`src/rtl/assert_macros.svh`:
```
// Assertion helpers for the RTL file that carries checks.
`ifndef ASSERT_MACROS_SVH
`define ASSERT_MACROS_SVH

// The consequent must hold in the same cycle as the antecedent.
`define ASSERT_IMPLY(label, clk, rstn, ante, cons, msg) \
    label: assert property (@(posedge clk) disable iff (!(rstn)) (ante) |-> (cons)) \
        else $error(msg);

// The consequent must hold in the cycle after the antecedent.
`define ASSERT_NEXT(label, clk, rstn, ante, cons, msg) \
    label: assert property (@(posedge clk) disable iff (!(rstn)) (ante) |=> (cons)) \
        else $error(msg);

`endif

```
`src/rtl/wpsd_pkg.sv`:
```
package wpsd_pkg;

    localparam int BYTE_W   = 8;
    localparam int HEIGHT_W = 9;
    localparam int STYLE_W  = 2;
    localparam int DIVD_W   = 16;
    localparam int QUO_W    = 9;
    localparam int BITS_PER_ROUND = 3;
    localparam int ROUNDS   = QUO_W / BITS_PER_ROUND;
    localparam int RND_W    = 2;
    localparam int JOB_W    = 3;
    localparam int NUM_JOBS = 6;

    localparam logic [STYLE_W-1:0] STYLE_BLUE       = 2'd0;
    localparam logic [STYLE_W-1:0] STYLE_THREE_BAND = 2'd1;
    localparam logic [STYLE_W-1:0] STYLE_RGB        = 2'd2;

    localparam logic [BYTE_W-1:0] BLUE_HEIGHT_MASK = 8'h1f;
    localparam logic [BYTE_W-1:0] BLUE_INTENS_MASK = 8'h07;
    localparam logic [BYTE_W-1:0] BLUE_INTENS_HIGH = 8'd5;

    // Bright and dim colors of the blue style.
    localparam logic [BYTE_W-1:0] BRIGHT_R = 8'd116;
    localparam logic [BYTE_W-1:0] BRIGHT_G = 8'd246;
    localparam logic [BYTE_W-1:0] BRIGHT_B = 8'd244;
    localparam logic [BYTE_W-1:0] DIM_R    = 8'd43;
    localparam logic [BYTE_W-1:0] DIM_G    = 8'd89;
    localparam logic [BYTE_W-1:0] DIM_B    = 8'd255;

    // RGB channel scales, and three-band weights in hundredths.
    localparam logic [BYTE_W-1:0] FRONT_SCALE = 8'd255;
    localparam logic [BYTE_W-1:0] BACK_SCALE  = 8'd191;
    localparam logic [6:0] LOW_WEIGHT  = 7'd49;
    localparam logic [6:0] MID_WEIGHT  = 7'd32;
    localparam logic [6:0] HIGH_WEIGHT = 7'd25;
    localparam logic [6:0] ROUND_HALF  = 7'd50;
    localparam logic [BYTE_W-1:0] HUNDRED = 8'd100;

    localparam logic [JOB_W-1:0] JOBS_RGB   = 3'd6;
    localparam logic [JOB_W-1:0] JOBS_THREE = 3'd3;
    localparam logic [JOB_W-1:0] JOBS_NONE  = 3'd0;

    typedef struct packed {
        logic              start;
        logic [DIVD_W-1:0] dividend;
        logic [BYTE_W-1:0] divisor;
    } wpsd_div_ctrl_t;

    typedef struct packed {
        logic             busy;
        logic             done;
        logic [QUO_W-1:0] quotient;
    } wpsd_div_sts_t;

endpackage

```
`src/rtl/wpsd_div.sv`:
```
// Restoring divider that retires three quotient bits per cycle.
// The caller guarantees the quotient fits in nine bits.
module wpsd_div (
    input  logic                   aclk,
    input  logic                   aresetn,
    input  wpsd_pkg::wpsd_div_ctrl_t ctrl,
    output wpsd_pkg::wpsd_div_sts_t  sts
);

    logic [wpsd_pkg::DIVD_W-1:0]   rem_reg, rem_next;
    logic [wpsd_pkg::DIVD_W:0]     dsh_reg, dsh_next;
    logic [wpsd_pkg::QUO_W-1:0]    quo_reg, quo_next;
    logic [wpsd_pkg::RND_W-1:0]    rnd_reg, rnd_next;
    logic                          busy_reg, busy_next;

    logic [wpsd_pkg::DIVD_W-1:0]         r_step;
    logic [wpsd_pkg::DIVD_W:0]           d_step;
    logic [wpsd_pkg::BITS_PER_ROUND-1:0] bits;
    logic [wpsd_pkg::QUO_W-1:0]          q_step;
    logic                                last_round;

    always_comb begin
        r_step = rem_reg;
        d_step = dsh_reg;
        bits   = '0;
        for (int k = 0; k < wpsd_pkg::BITS_PER_ROUND; k++) begin
            if ({1'b0, r_step} >= d_step) begin
                r_step = r_step - d_step[wpsd_pkg::DIVD_W-1:0];
                bits[wpsd_pkg::BITS_PER_ROUND-1-k] = 1'b1;
            end
            d_step = d_step >> 1;
        end
        q_step = {quo_reg[wpsd_pkg::QUO_W-wpsd_pkg::BITS_PER_ROUND-1:0], bits};
        last_round = busy_reg && (rnd_reg == wpsd_pkg::RND_W'(wpsd_pkg::ROUNDS - 1));
    end

    always_comb begin
        rem_next  = rem_reg;
        dsh_next  = dsh_reg;
        quo_next  = quo_reg;
        rnd_next  = rnd_reg;
        busy_next = busy_reg;
        if (ctrl.start) begin
            rem_next  = ctrl.dividend;
            dsh_next  = {1'b0, ctrl.divisor, {(wpsd_pkg::QUO_W-1){1'b0}}};
            quo_next  = '0;
            rnd_next  = '0;
            busy_next = 1'b1;
        end else if (busy_reg) begin
            rem_next  = r_step;
            dsh_next  = d_step;
            quo_next  = q_step;
            rnd_next  = rnd_reg + 1'b1;
            busy_next = !last_round;
        end
    end

    always_ff @(posedge aclk) begin
        if (!aresetn) begin
            busy_reg <= 1'b0;
            rnd_reg  <= '0;
        end else begin
            busy_reg <= busy_next;
            rnd_reg  <= rnd_next;
        end
        rem_reg <= rem_next;
        dsh_reg <= dsh_next;
        quo_reg <= quo_next;
    end

    assign sts.busy     = busy_reg;
    assign sts.done     = last_round;
    assign sts.quotient = q_step;

endmodule

```
`src/rtl/waveform_preview_segment_decoder.sv`:
```
// Waveform preview segment decoder.
// One segment item enters on the s_ channel (six bytes and a last flag) and
// one decoded item leaves on the m_ channel: heights, front and back colors,
// the running peak height and a copy of the last flag. The style register is
// written through the cfg_ channel, which is always ready; write it only
// while no segment is in flight.
// An accepted segment goes through a prep state, the division state (if any
// divisions are needed) and a done state that loads the output register. The
// input is not ready while a segment is being decoded. The blue style (and
// the unused style code) runs no division; the others use one shared divider
// that retires three quotient bits a cycle: three-band runs three divisions
// by one hundred, rgb runs six divisions by the back height (none if zero).
// When the receiver stalls, a finished item waits in the output register and
// the next segment may still be accepted and decoded; its result is held
// until the output register frees up.
// Reset (synchronous, active low) returns the style to blue, clears the peak
// height and empties the output register.
`include "assert_macros.svh"

module waveform_preview_segment_decoder (
    input  logic                          aclk,
    input  logic                          aresetn,

    input  logic                          cfg_valid,
    output logic                          cfg_ready,
    input  logic [wpsd_pkg::STYLE_W-1:0]  cfg_wdata,

    input  logic                          s_valid,
    output logic                          s_ready,
    input  logic [wpsd_pkg::BYTE_W-1:0]   s_byte_0,
    input  logic [wpsd_pkg::BYTE_W-1:0]   s_byte_1,
    input  logic [wpsd_pkg::BYTE_W-1:0]   s_byte_2,
    input  logic [wpsd_pkg::BYTE_W-1:0]   s_byte_3,
    input  logic [wpsd_pkg::BYTE_W-1:0]   s_byte_4,
    input  logic [wpsd_pkg::BYTE_W-1:0]   s_byte_5,
    input  logic                          s_last_segment,

    output logic                          m_valid,
    input  logic                          m_ready,
    output logic [wpsd_pkg::HEIGHT_W-1:0] m_height_first,
    output logic [wpsd_pkg::HEIGHT_W-1:0] m_height_second,
    output logic [wpsd_pkg::HEIGHT_W-1:0] m_height_third,
    output logic [wpsd_pkg::BYTE_W-1:0]   m_front_red,
    output logic [wpsd_pkg::BYTE_W-1:0]   m_front_green,
    output logic [wpsd_pkg::BYTE_W-1:0]   m_front_blue,
    output logic [wpsd_pkg::BYTE_W-1:0]   m_back_red,
    output logic [wpsd_pkg::BYTE_W-1:0]   m_back_green,
    output logic [wpsd_pkg::BYTE_W-1:0]   m_back_blue,
    output logic [wpsd_pkg::HEIGHT_W-1:0] m_max_height,
    output logic                          m_last_out
);

    localparam logic [1:0] ST_IDLE = 2'd0;
    localparam logic [1:0] ST_PREP = 2'd1;
    localparam logic [1:0] ST_DIV  = 2'd2;
    localparam logic [1:0] ST_DONE = 2'd3;

    localparam int BW = wpsd_pkg::BYTE_W;
    localparam int HW = wpsd_pkg::HEIGHT_W;
    localparam int JW = wpsd_pkg::JOB_W;

    logic [1:0]    state_reg, state_next;
    logic [wpsd_pkg::STYLE_W-1:0] style_reg;
    logic [BW-1:0] b0_reg, b1_reg, b2_reg, b3_reg, b4_reg, b5_reg;
    logic          last_reg;
    logic [JW-1:0] job_reg, job_next;
    logic [wpsd_pkg::QUO_W-1:0] quo_reg [wpsd_pkg::NUM_JOBS];
    logic [HW-1:0] peak_reg;

    logic          m_valid_reg;
    logic [HW-1:0] h1_reg, h2_reg, h3_reg, mx_reg;
    logic [BW-1:0] fr_reg, fg_reg, fb_reg, br_reg, bg_reg, bb_reg;
    logic          last_out_reg;

    wpsd_pkg::wpsd_div_ctrl_t div_ctrl;
    wpsd_pkg::wpsd_div_sts_t  div_sts;

    logic          in_accept;
    logic          out_load;
    logic [BW-1:0] back;
    logic [JW-1:0] njobs;
    logic [JW-1:0] job_sel;
    logic [BW-1:0] level;
    logic [BW-1:0] scale;
    logic [14:0]   sum_low, sum_mid, sum_high;
    logic [14:0]   band_sum;

    logic [HW-1:0] h1, h2, h3, hmax, mx;
    logic [BW-1:0] fr, fg, fb, br, bg, bb;

    assign cfg_ready = 1'b1;
    assign s_ready   = (state_reg == ST_IDLE);
    assign in_accept = s_valid && s_ready;
    assign out_load  = (state_reg == ST_DONE) && (!m_valid_reg || m_ready);

    // Back height of the rgb style is the largest of the three levels.
    always_comb begin
        back = b5_reg;
        if (b3_reg > back) begin
            back = b3_reg;
        end
        if (b4_reg > back) begin
            back = b4_reg;
        end
    end

    always_comb begin
        case (style_reg)
            wpsd_pkg::STYLE_RGB:        njobs = (back != '0) ? wpsd_pkg::JOBS_RGB
                                                              : wpsd_pkg::JOBS_NONE;
            wpsd_pkg::STYLE_THREE_BAND: njobs = wpsd_pkg::JOBS_THREE;
            default:                    njobs = wpsd_pkg::JOBS_NONE;
        endcase
    end

    // Three-band sums in hundredths, cumulative from the low band up.
    assign sum_low  = 15'(b2_reg * wpsd_pkg::LOW_WEIGHT);
    assign sum_mid  = sum_low + 15'(b0_reg * wpsd_pkg::MID_WEIGHT);
    assign sum_high = sum_mid + 15'(b1_reg * wpsd_pkg::HIGH_WEIGHT);

    // The first division starts from the prep cycle, each later one in the
    // cycle in which the previous one finishes.
    assign job_sel = (state_reg == ST_PREP) ? '0 : job_reg + 1'b1;

    always_comb begin
        case (job_sel)
            3'd0, 3'd3: level = b3_reg;
            3'd1, 3'd4: level = b4_reg;
            default:    level = b5_reg;
        endcase
        scale = (job_sel < JW'(3)) ? wpsd_pkg::FRONT_SCALE : wpsd_pkg::BACK_SCALE;
        case (job_sel)
            3'd0:    band_sum = sum_low;
            3'd1:    band_sum = sum_mid;
            default: band_sum = sum_high;
        endcase
    end

    always_comb begin
        div_ctrl.start = 1'b0;
        if (style_reg == wpsd_pkg::STYLE_RGB) begin
            div_ctrl.dividend = wpsd_pkg::DIVD_W'(level * scale);
            div_ctrl.divisor  = back;
        end else begin
            div_ctrl.dividend = wpsd_pkg::DIVD_W'(band_sum) +
                                wpsd_pkg::DIVD_W'(wpsd_pkg::ROUND_HALF);
            div_ctrl.divisor  = wpsd_pkg::HUNDRED;
        end
        state_next = state_reg;
        job_next   = job_reg;
        case (state_reg)
            ST_IDLE: begin
                if (in_accept) begin
                    state_next = ST_PREP;
                end
            end
            ST_PREP: begin
                job_next = '0;
                if (njobs != wpsd_pkg::JOBS_NONE) begin
                    div_ctrl.start = 1'b1;
                    state_next = ST_DIV;
                end else begin
                    state_next = ST_DONE;
                end
            end
            ST_DIV: begin
                if (div_sts.done) begin
                    if (job_reg == njobs - 1'b1) begin
                        state_next = ST_DONE;
                    end else begin
                        div_ctrl.start = 1'b1;
                        job_next = job_reg + 1'b1;
                    end
                end
            end
            ST_DONE: begin
                if (out_load) begin
                    state_next = ST_IDLE;
                end
            end
            default: state_next = ST_IDLE;
        endcase
    end

    wpsd_div u_div (
        .aclk    (aclk),
        .aresetn (aresetn),
        .ctrl    (div_ctrl),
        .sts     (div_sts)
    );

    // Assemble the result from the stored quotients and bytes.
    always_comb begin
        h1 = '0; h2 = '0; h3 = '0; hmax = '0;
        fr = '0; fg = '0; fb = '0; br = '0; bg = '0; bb = '0;
        case (style_reg)
            wpsd_pkg::STYLE_BLUE: begin
                h1 = HW'(b0_reg & wpsd_pkg::BLUE_HEIGHT_MASK);
                if ((b1_reg & wpsd_pkg::BLUE_INTENS_MASK) >= wpsd_pkg::BLUE_INTENS_HIGH) begin
                    fr = wpsd_pkg::BRIGHT_R; fg = wpsd_pkg::BRIGHT_G; fb = wpsd_pkg::BRIGHT_B;
                end else begin
                    fr = wpsd_pkg::DIM_R; fg = wpsd_pkg::DIM_G; fb = wpsd_pkg::DIM_B;
                end
                h2 = h1; h3 = h1; hmax = h1;
                br = fr; bg = fg; bb = fb;
            end
            wpsd_pkg::STYLE_RGB: begin
                h1 = HW'(back);
                h2 = HW'(b5_reg);
                h3 = h1;
                hmax = h1;
                if (back != '0) begin
                    fr = quo_reg[0][BW-1:0];
                    fg = quo_reg[1][BW-1:0];
                    fb = quo_reg[2][BW-1:0];
                    br = quo_reg[3][BW-1:0];
                    bg = quo_reg[4][BW-1:0];
                    bb = quo_reg[5][BW-1:0];
                end
            end
            wpsd_pkg::STYLE_THREE_BAND: begin
                h1 = quo_reg[0];
                h2 = quo_reg[1];
                h3 = quo_reg[2];
                hmax = h3;
            end
            default: begin
            end
        endcase
        mx = (hmax > peak_reg) ? hmax : peak_reg;
    end

    always_ff @(posedge aclk) begin
        if (!aresetn) begin
            state_reg   <= ST_IDLE;
            job_reg     <= '0;
            style_reg   <= wpsd_pkg::STYLE_BLUE;
            peak_reg    <= '0;
            m_valid_reg <= 1'b0;
        end else begin
            state_reg <= state_next;
            job_reg   <= job_next;
            if (cfg_valid && cfg_ready) begin
                style_reg <= cfg_wdata;
            end
            if (out_load) begin
                peak_reg    <= last_reg ? '0 : mx;
                m_valid_reg <= 1'b1;
            end else if (m_ready) begin
                m_valid_reg <= 1'b0;
            end
        end
    end

    // Payload registers carry no reset.
    always_ff @(posedge aclk) begin
        if (in_accept) begin
            b0_reg   <= s_byte_0;
            b1_reg   <= s_byte_1;
            b2_reg   <= s_byte_2;
            b3_reg   <= s_byte_3;
            b4_reg   <= s_byte_4;
            b5_reg   <= s_byte_5;
            last_reg <= s_last_segment;
        end
        if ((state_reg == ST_DIV) && div_sts.done) begin
            quo_reg[job_reg] <= div_sts.quotient;
        end
        if (out_load) begin
            h1_reg <= h1; h2_reg <= h2; h3_reg <= h3; mx_reg <= mx;
            fr_reg <= fr; fg_reg <= fg; fb_reg <= fb;
            br_reg <= br; bg_reg <= bg; bb_reg <= bb;
            last_out_reg <= last_reg;
        end
    end

    assign m_valid         = m_valid_reg;
    assign m_height_first  = h1_reg;
    assign m_height_second = h2_reg;
    assign m_height_third  = h3_reg;
    assign m_front_red     = fr_reg;
    assign m_front_green   = fg_reg;
    assign m_front_blue    = fb_reg;
    assign m_back_red      = br_reg;
    assign m_back_green    = bg_reg;
    assign m_back_blue     = bb_reg;
    assign m_max_height    = mx_reg;
    assign m_last_out      = last_out_reg;

    // The divider must be quiet whenever a new item can be taken.
    `ASSERT_IMPLY(a_idle_div_quiet, aclk, aresetn, s_ready, !div_sts.busy, "divider busy while idle")
    // A division only finishes while the sequencer waits for it.
    `ASSERT_IMPLY(a_done_in_div, aclk, aresetn, div_sts.done, state_reg == ST_DIV, "stray divider done")
    // An accepted item always goes to the prep cycle next.
    `ASSERT_NEXT(a_accept_prep, aclk, aresetn, in_accept, state_reg == ST_PREP, "accept not followed by prep")
    // The peak is cleared right after a last segment is delivered.
    `ASSERT_NEXT(a_peak_clear, aclk, aresetn, out_load && last_reg, peak_reg == '0, "peak not cleared")

endmodule
```
`config.mk`:
```
export PLATFORM = sky130hd
export DESIGN_NAME = waveform_preview_segment_decoder
export DESIGN_NICKNAME = d
export VERILOG_FILES = /design/src/rtl/wpsd_pkg.sv /design/src/rtl/wpsd_div.sv /design/src/rtl/waveform_preview_segment_decoder.sv
export VERILOG_INCLUDE_DIRS = /design/src /design/src/rtl
export SDC_FILE = /design/constraint.sdc
export NUM_CORES = 1
export LEC_CHECK = 0
export ABC_CLOCK_PERIOD_IN_PS = 9710
export BUFFER_PORTS_ARGS = -buffer_cell sky130_fd_sc_hd__buf_2
export CAP_MARGIN = 5
export CORE_MARGIN = 8
export CORE_UTILIZATION = 45
export CTS_BUF_LIST = sky130_fd_sc_hd__clkbuf_8
export DETAILED_ROUTE_END_ITERATION = 7
export PLACE_DENSITY = 0.66
export SLEW_MARGIN = 20
export SYNTH_ARGS = -nofsm -noshare
export SYNTH_HDL_FRONTEND = slang
export SYNTH_SLANG_ARGS = --single-unit
```
`constraint.sdc`:
```
create_clock -name aclk -period 9.71 [get_ports aclk]
set_input_delay 1.942 -clock aclk [delete_from_list [all_inputs] [get_ports aclk]]
set_output_delay 1.942 -clock aclk [all_outputs]
set_load 0.01 [all_outputs]
```
==> results by group, run 1 <==
Run status
  – Status: completed

STA
  – RSZ-0062 raised after global routing: no
  – Skew final: 32.5 ps
  – Pins Over Slew Limit: 0
  – Worst Tran Pin Value: 1200 ps
  – Final WS setup: 1870 ps
  – Final setup viols: 0
  – Tcrit/Tclk final: 80.8%
  – FMAX: 0.128 GHz
  – Final hold viol count: 0
  – Max-slew headroom: 20.2%
  – Fin Setup TNS: 0 ps
  – Crit path time final: 7840 ps

Hold path
  – HP Start: peak_reg[5]$_SDFFE_PN0P_
  – Min-delay worst type: reg -> reg
  – Hold path cells: 2

Floorplan
  – Die ar.: 44,800 sq um
  – Core footprint: 37,700 sq um
  – Die Span Y: 212 microns
  – IO Pins: 144
  – Die Span X: 212 microns
  – Cell row count: 71
  – Starting Density: 45.7%

Logic synthesis
  – Most frequent cell after synthesis: edfxtp_1
  – Dominant register cell in the synthesized netlist: edfxtp_1
  – Sequential-to-total area share from yosys stat: 40.4%
  – Post-Synthesis Cells: 1,631
  – Flops & latches, synth: 243
  – FFs w/ async S/R, synth: 0%
  – Syn Area/Cell: 10.6 sq um
  – Top post-synthesis cells by area: edfxtp_1 36%, ha_1 14%, fa_1 6.5%, dfxtp_1 4.0%, inv_1 3.9%
  – Netlist cell types: 81
  – EDFF count, synth: 209
  – Mapped Area: 17,200 sq um
  – Top cell type's share of synthesized area: 36.5%
  – Net Count, Synth: 1,938
  – Synth cell count leaders: 209 x edfxtp_1, 195 x ha_1, 180 x inv_1
  – Ys Warns: 0
  – Synth area leader: edfxtp_1

Critical path
  – Critical Path Source Type: flip-flop
  – Critical path origin: u_div.rem_reg[0]$_DFFE_PP_
  – Reg2Reg Depth: 30
  – CP Class: reg -> reg
  – CP Capture Type: flip-flop
  – Reg2reg setup slack: 1870 ps
  – Critical R2R Launch: u_div.rem_reg[0]$_DFFE_PP_
  – Cell repeated most along the worst path: inv_1
  – CP max FO: 26
  – CP max-delay cell: nor4_4
  – Critical path arrival: 8250 ps
  – Max incr delay on CP: 490 ps
  – WP data required: 10,120 ps

Drt
  – Post-DRT Antenna Nets: 0
  – Via count: 12,900
  – Wire per inst: 18.8 microns
  – Remaining DRCs: 0
  – DR vias/cell: 5.55
  – Initial DRC count: 943
  – Total routed wirelength: 43.7 mm
  – DRT Pass-1 Iters: 6

Placed design
  – Post-DP HPWL: 34.1 mm
  – Post-Place Cell Area: 18,500 sq um
  – GPL Wtd Cong: 0.939
  – IO Port Bufs: 142
  – Post-Place Setup Slack: 1980 ps

Clocking
  – Post-CTS Resized: 0
  – Setup Buffers After CTS: 0
  – Clock Latency Late Sink: 590 ps
  – H-tree levels: 2
  – CTS tree: yes
  – Clk buf depth: 3
  – CTS Hold Bufs: 0
  – Clock Root Buffer: clkbuf_8
  – TritonCTS buffer count: 42
  – Clk sink count: 243
  – Clock transition at the registers of the reported paths: 60 ps

Final layout
  – Max reg flops: 51
  – Area delta synth->final: 12.3%
  – Share of post-route cells with drive strength above 1: 15.0%
  – Fill cells: 3,420
  – Multi-input gate area: 9420 sq um
  – Fin area: 19,300 sq um
  – Ant diodes: 0
  – Final nets: 2,090
  – Sequential cell area: 6960 sq um

Global route
  – Global-route wire length before repair: 69.3 mm
  – Initial antenna violation count: 0
  – Global route total overflow: 0
  – Vias in the first global route: 12,900
  – Tot GR Track Use: 19.5%
  – Largest net degree at the start of global routing: 81

Run
  – MaxCap Viol Count: 0
kinds of logic after synthesis:
group           Yosys count  share of synthesized area (%)
fa+ha+maj               251                           20.7
compound gates          416                           16.1
simple gates            357                           10.2
other cells               1                         0.0218
xor+xnor                 74                           3.81
buf+inv                 229                           5.13
mux                      60                           3.66
flops                   243                           40.4
worst max-delay path: cells and delay by family (launching register included):
| family | cells | cell delay, ps |
|---|---|---|
| flip-flops | 1 | 350 |
| multiplexers | 3 | 1080 |
| AND/OR/NAND/NOR | 5 | 1300 |
| AO/OA/AOI/OAI | 12 | 2640 |
| buffers and inverters | 5 | 790 |
| adder cells (fa/ha/maj) | 5 | 1470 |
per-layer routing:
layer  vias to the layer above  track usage (%)  part of all wire (%)  wire length (microns)
met5                         -                0                     0                      0
li1                       6230                -                     -                      -
met1                      6176             24.8                    43                  18800
met4                         0             6.61                   2.8                   1230
met3                        86             3.99                   7.0                   3040
met2                       406             32.7                    47                  20700
through the flow:
step | hold slack [ps] | util, % | instances
2_1_floorplan | 432 | - | 1631
3_3_place_gp | 441 | 49.1 | 2250
3_5_place_dp | 445 | 49.1 | 2250
4_1_cts | 453 | 51.3 | 2323
5_1_grt | 467 | 51.3 | 2323
6_report | 450 | 51.3 | 2323
cell usage in the layout, fill, tap and decap left out, drive strengths merged, types with 5 or more instances in the layout:
master / n
edfxtp: 209
ha: 195
inv: 187
buf: 157
a21oi: 126
nand2: 95
nor2: 94
a21o: 76
o21ai: 61
fa: 56
xnor2: 44
clkbuf: 43
mux2i: 39
dfxtp: 34
xor2: 30
nand3: 25
nor3: 22
a22oi: 21
mux2: 21
a211oi: 20
clkinv: 18
nand2b: 17
o211ai: 17
nor2b: 16
o21a: 15
and3: 13
and2: 13
or2: 13
nand4: 11
nor4: 11
or3: 9
a222oi: 9
a31o: 8
a31oi: 7
o31ai: 7
o21bai: 7
nand3b: 5
final timing paths:
| check | to |
|---|---|
| worst max register to register | u_div.rem_reg[0]$_DFFE_PP_ |
| worst max-delay path | u_div.rem_reg[0]$_DFFE_PP_ |
| worst min register to register | peak_reg[5]$_SDFFE_PN0P_ |
| worst min-delay path | peak_reg[5]$_SDFFE_PN0P_ |
cell type report:
type                            instances  area share (%)
Multi-Input combinational cell       1159            48.7
Sequential cell                       243            36.0
Timing Repair Buffer                  157            4.26
Inverter                              180            3.50
Tap cell                              511            3.31
Clock buffer                           43            3.06
Clock inverter                         30            1.18
Power of run 1 is left out: the tool's default activity adds up to more than one toggle a clock period on the data nets, which glitch-free logic cannot reach.
==> run 2: changes to the inputs <==
ABC_CLOCK_PERIOD_IN_PS = 6900   (was 9710)
PLACE_DENSITY = 0.68   (was 0.66)
clock period = 6.9 ns   (was 9.71 ns; I/O delays follow)
==> results by group, run 2 (synthesis results as in run 1) <==
STA
  – Final setup viols: 0 (unchanged)
  – Worst Tran Pin Value: 1110 ps (-90.0 ps)
  – Skew final: 51.0 ps (+18.5 ps)
  – Final hold viol count: 0 (unchanged)
  – RSZ-0062 raised after global routing: yes
  – FMAX: 0.146 GHz (+15%)
  – Crit path time final: 6840 ps (-1010 ps)
  – Pins Over Slew Limit: 0 (unchanged)
  – Max-slew headroom: 25.5% (+5.3 points)
  – Tcrit/Tclk final: 99.1% (+18 points)

Floorplan
  – Die Span Y: 212 microns (unchanged)
  – Die ar.: 44,800 sq um (unchanged)
  – Cell row count: 71 (unchanged)
  – Starting Density: 45.7% (unchanged)
  – IO Pins: 144 (unchanged)
  – Core footprint: 37,700 sq um (unchanged)
  – Die Span X: 212 microns (unchanged)

Critical path
  – CP max FO: 6 (-77%)
  – CP delay by family, top: compound AO/OA/AOI/OAI gates
  – CP Class: reg -> reg
  – Max incr delay on CP: 470 ps (-20 ps)
  – Buf/Inv on CP: 8 (+3)
  – CP max-delay cell: or3b_2
  – Critical Path Source Type: flip-flop
  – Cell repeated most along the worst path: buf_4
  – Critical path arrival: 7280 ps (-970 ps)
  – CP Capture Type: flip-flop
  – WP data required: 7340 ps (-2780 ps)

Drt
  – DR vias/cell: 5.51 (-0.68%)
  – Via count: 13,800 (+7.2%)
  – Post-DRT Antenna Nets: 0 (unchanged)
  – Wire per inst: 19.0 microns (+0.98%)
  – Remaining DRCs: 0 (unchanged)
  – Total routed wirelength: 47.7 mm (+9.0%)
  – DRT Pass-1 Iters: 6 (unchanged)
  – Initial DRC count: 1,007 (+6.8%)

Final layout
  – Area delta synth->final: 23.1%
  – Sequential cell area: 6960 sq um (unchanged)
  – Final nets: 2,272 (+8.7%)
  – Multi-input gate area: 9790 sq um (+4.0%)
  – Commonest non-fill, non-tap cell in the layout: edfxtp_1
  – Share of post-route cells with drive strength above 1: 25.5% (+11 points)
  – Fin util: 56.2% (+4.9 points)
  – Fill cells: 3,304 (-3.4%)
  – Ant diodes: 0 (unchanged)
  – Max reg flops: 51 (unchanged)
  – Most frequent cells in the layout: 209 x edfxtp_1, 192 x buf_4, 191 x inv_1

Clocking
  – CTS tree: yes
  – TritonCTS buffer count: 41 (-2.4%)
  – CTS Hold Bufs: 0 (unchanged)
  – Clk buf depth: 3 (unchanged)
  – Clock Root Buffer: clkbuf_8
  – Clock transition at the registers of the reported paths: 60 ps (about the same)
  – Clk sink count: 243 (unchanged)
  – Clock Latency Late Sink: 580 ps (about the same)
  – H-tree levels: 2 (unchanged)

Global route
  – Vias in the first global route: 13,800 (+7.8%)
  – Global route total overflow: 0 (unchanged)
  – Global-route wire length before repair: 74.3 mm (+7.3%)
  – Tot GR Track Use: 20.8% (+1.3 points)
  – Initial antenna violation count: 0 (unchanged)
  – Largest net degree at the start of global routing: 50 (-38%)

Placed design
  – Post-DP HPWL: 37.0 mm (+8.6%)
  – GPL Wtd Cong: 0.926 (-1.4%)
  – IO Port Bufs: 142 (unchanged)

Run status
  – Status: completed

Run
  – MaxCap Viol Count: 0 (unchanged)

Hold path
  – Min-delay worst type: reg -> reg
[run 2: changes by cell type in the layout (fill, tap and decap cells not counted), moves of 5 or more]
cell	change
ha_4	+6
a21oi_2	+10
clkinv_2	-5
clkinv_1	-5
o21ai_2	+6
ha_2	+7
buf_4	+177
mux2_4	+5
o21ai_0	-9
mux2_2	-5
inv_1	+6
ha_1	-13
a21oi_1	-10
[run 2: routing by layer]
layer / GRT usage [%] / share of wire [%] / up-vias
li1: - / - / 6603
met1: 26.4 / 42 / 6660
met2: 35.6 / 48 / 474
met3: 3.25 / 6.5 / 93
met4: 7.48 / 2.9 / 0
met5: 0 / 0 / -
[run 2: final cells by class]
| type | count | area share (%) |
|---|---|---|
| sequential | 243 | 32.8 |
| tap | 511 | 3.02 |
| clock inverter | 28 | 1.10 |
| clock buffer | 47 | 3.05 |
| multi-input combinational | 1159 | 46.2 |
| inverter | 180 | 3.19 |
| timing repair buffer | 340 | 10.6 |
[run 2: worst reg2reg max path, delay by kind of cell, from the launching register on]
family / cells / cell delay (ps)
fa+ha+maj: 4 / 1000
buf+inv: 8 / 1000
compound gates: 15 / 2510
simple gates: 4 / 1220
flops: 1 / 390
mux: 2 / 600
[run 2: path summary, 6_finish.rpt]
path,start,end,slack [ps],cells past startpoint
worst min-delay path,peak_reg[6]$_SDFFE_PN0P_,peak_reg[6]$_SDFFE_PN0P_,450,2
worst max-delay path,u_div.rem_reg[0]$_DFFE_PP_,u_div.rem_reg[15]$_DFFE_PP_,60,33
worst max register to register,u_div.rem_reg[0]$_DFFE_PP_,u_div.rem_reg[15]$_DFFE_PP_,60,33
worst min register to register,peak_reg[6]$_SDFFE_PN0P_,peak_reg[6]$_SDFFE_PN0P_,450,2
[run 2: metrics by stage]
step | area, sq um | instances | setup TNS [ps] | hold WS [ps] | setup WS (ps)
after detailed placement | 19700 | 2415 | -7260 | 446 | -405
after global routing | 21200 | 2508 | -189 | 476 | -142
after global placement | 19700 | 2415 | -4170 | 438 | -250
final | 21200 | 2508 | 0 | 452 | 64.4
after CTS | 20800 | 2497 | 0 | 453 | 13.7
after floorplan | 17200 | 1631 | 0 | 432 | 20.5
[run 2: repair_timing]
item                                    CTS  global route
resized for setup                        17            65
endpoints found under the setup margin   23            23
setup buffers                             7            10
pin swaps                                 7            31
gates cloned                              0             1
Power of run 2 is left out for the same reason.
==> run 3: changes to the inputs <==
SETUP_SLACK_MARGIN = 0.3   (was not set)
==> results by group, run 3 (synthesis results as in run 1) <==
Drt
  – Wire per inst: 19.6 microns (+3.1%)
  – Total routed wirelength: 48.0 mm (+0.72%)
  – Met3 WL: 2.73 mm (-12%)
  – Remaining DRCs: 0 (unchanged)
  – Wl on met1: 20.0 mm (-0.83%)
  – Via count: 13,700 (-0.68%)
  – DR vias/cell: 5.61 (+1.7%)
  – Post-DRT Antenna Nets: 0 (unchanged)
  – Routed met2 length: 23.5 mm (+1.7%)
  – Initial DRC count: 977 (-3.0%)
  – Highest Signal Layer: met4
  – DRT Pass-1 Iters: 6 (unchanged)

Critical path
  – CP Capture Type: flip-flop
  – Max incr delay on CP: 400 ps (-70 ps)
  – Critical path arrival: 7120 ps (-160 ps)
  – Reg2reg setup slack: 240 ps (+180 ps)
  – Critical R2R Launch: u_div.rem_reg[0]$_DFFE_PP_
  – WP data required: 7360 ps (+20 ps)
  – Reg2Reg Depth: 36 (+9.1%)
  – Cell repeated most along the worst path: buf_4
  – Critical Path Source Type: flip-flop
  – CP Class: reg -> reg
  – CP max FO: 7 (+1)
  – CP max-delay cell: edfxtp_1
  – Reg2reg end: u_div.rem_reg[0]$_DFFE_PP_

Final layout
  – Commonest non-fill, non-tap cell in the layout: edfxtp_1
  – Ant diodes: 0 (unchanged)
  – Multi-input gate area: 10,500 sq um (+7.1%)
  – Area delta synth->final: 25.3%
  – Fin util: 57.3% (+1.0 points)
  – Max reg flops: 51 (unchanged)
  – Most frequent cells in the layout: 209 x edfxtp_1, 182 x inv_1, 155 x ha_1
  – Share of post-route cells with drive strength above 1: 27.7% (+2.2 points)
  – Sequential cell area: 6960 sq um (about the same)
  – Fin area: 21,600 sq um (+1.8%)
  – Fill cells: 3,156 (-4.5%)
  – Final nets: 2,215 (-2.5%)

Global route
  – Largest net degree at the start of global routing: 73 (+46%)
  – Global route total overflow: 0 (unchanged)
  – Initial antenna violation count: 0 (unchanged)
  – Tot GR Track Use: 20.0% (-0.77 points)
  – Global-route wire length before repair: 71.4 mm (-3.9%)
  – Vias in the first global route: 13,500 (-2.4%)

STA
  – Max-slew headroom: 17.3% (-8.3 points)
  – Pins Over Slew Limit: 0 (unchanged)
  – FMAX: 0.150 GHz (+2.7%)
  – Fin Setup TNS: 0 ps (unchanged)
  – Worst Tran Pin Value: 1230 ps (+123 ps)
  – Crit path time final: 6660 ps (-180 ps)
  – Skew final: 35.5 ps (-15.5 ps)
  – Final hold viol count: 0 (unchanged)
  – RSZ-0062 raised after global routing: yes
  – Tcrit/Tclk final: 96.5% (-2.6 points)
  – Final setup viols: 0 (unchanged)

Floorplan
  – Core footprint: 37,700 sq um (unchanged)
  – Die ar.: 44,800 sq um (unchanged)
  – IO Pins: 144 (unchanged)
  – Starting Density: 45.7% (unchanged)
  – Die Span Y: 212 microns (unchanged)
  – Die Span X: 212 microns (unchanged)
  – Cell row count: 71 (unchanged)

Placed design
  – IO Port Bufs: 142 (unchanged)
  – Post-DP HPWL: 35.5 mm (-4.0%)
  – GPL Wtd Cong: 0.926 (about the same)
  – Post-Place Cell Area: 19,000 sq um (-3.7%)

Hold path
  – WHS Endpoint: peak_reg[5]$_SDFFE_PN0P_
  – Min-delay worst type: reg -> reg
  – HP Start: peak_reg[5]$_SDFFE_PN0P_
  – Hold path cells: 2 (unchanged)

Clocking
  – CTS tree: yes
  – Clk buf depth: 3 (unchanged)
  – Clock Root Buffer: clkbuf_8
  – Clock transition at the registers of the reported paths: 60 ps (about the same)
  – Clock Latency Late Sink: 600 ps (+20 ps)
  – H-tree levels: 2 (unchanged)
  – TritonCTS buffer count: 44 (+7.3%)
  – Clk sink count: 243 (unchanged)

Run
  – MaxCap Viol Count: 0 (unchanged)

Run status
  – Status: completed
## run 3: cell count changes in the layout (fill, tap and decap cells not counted), moves of 9 or more
cell,delta
o21ai_0,-13
ha_4,+26
inv_2,+9
buf_6,+14
ha_1,-27
buf_4,-78
a21oi_2,+9
inv_1,-9
a21oi_1,-12
## run 3: cell type report
cell class	instances	share of cell area, %
Timing Repair Buffer	280	8.80
Clock inverter	31	1.27
Sequential cell	243	32.3
Inverter	180	3.15
Tap cell	511	2.96
Multi-Input combinational cell	1159	48.6
Clock buffer	46	2.94
## run 3: routing by layer
layer | global-route usage (%) | vias up
met4 | 8.39 | 0
li1 | - | 6495
met5 | 0 | -
met2 | 34.4 | 485
met3 | 3.11 | 110
met1 | 24.9 | 6646
## run 3: worst max path at each step
stage | endpoint | start | slack, ps | depth (start not counted)
5_1_grt | u_div.rem_reg[0]$_DFFE_PP_ | u_div.rem_reg[0]$_DFFE_PP_ | -30 | 36
3_3_place_gp | u_div.rem_reg[13]$_DFFE_PP_ | b2_reg[1]$_DFFE_PP_ | 20 | 22
2_1_floorplan | u_div.rem_reg[15]$_DFFE_PP_ | u_div.rem_reg[0]$_DFFE_PP_ | 310 | 32
3_5_place_dp | u_div.rem_reg[14]$_DFFE_PP_ | b2_reg[1]$_DFFE_PP_ | -80 | 22
6_report | u_div.rem_reg[0]$_DFFE_PP_ | u_div.rem_reg[0]$_DFFE_PP_ | 240 | 36
4_1_cts | u_div.rem_reg[13]$_DFFE_PP_ | b2_reg[1]$_DFFE_PP_ | 250 | 22
## run 3: worst max-delay path, delay by kind of cell, from the launching register on
kind                     cells  cell delay (ps)
AO/OA/AOI/OAI               12             1680
XOR/XNOR                     1              200
adder cells (fa/ha/maj)      4             1280
buffers and inverters       11             1460
flip-flops                   1              400
multiplexers                 2              570
AND/OR/NAND/NOR              6              890
## run 3: stage by stage
stage / setup WS [ps] / instances / hold WS [ps]
3_5_place_dp: -76.4 / 2313 / 449
3_3_place_gp: 24.6 / 2313 / 441
6_report: 244 / 2450 / 455
4_1_cts: 248 / 2405 / 457
5_1_grt: -33.3 / 2450 / 497
2_1_floorplan: 310 / 1631 / 432
## run 3: what timing repair did
item / 4_1_cts / 5_1_grt
gates cloned: 0 / 2
pin swaps: 20 / 81
setup buffers: 15 / 43
setup endpoints to repair: 22 / 81
resized for setup: 44 / 188
hold buffers: 0 / 0
Power of run 3 is left out for the same reason.
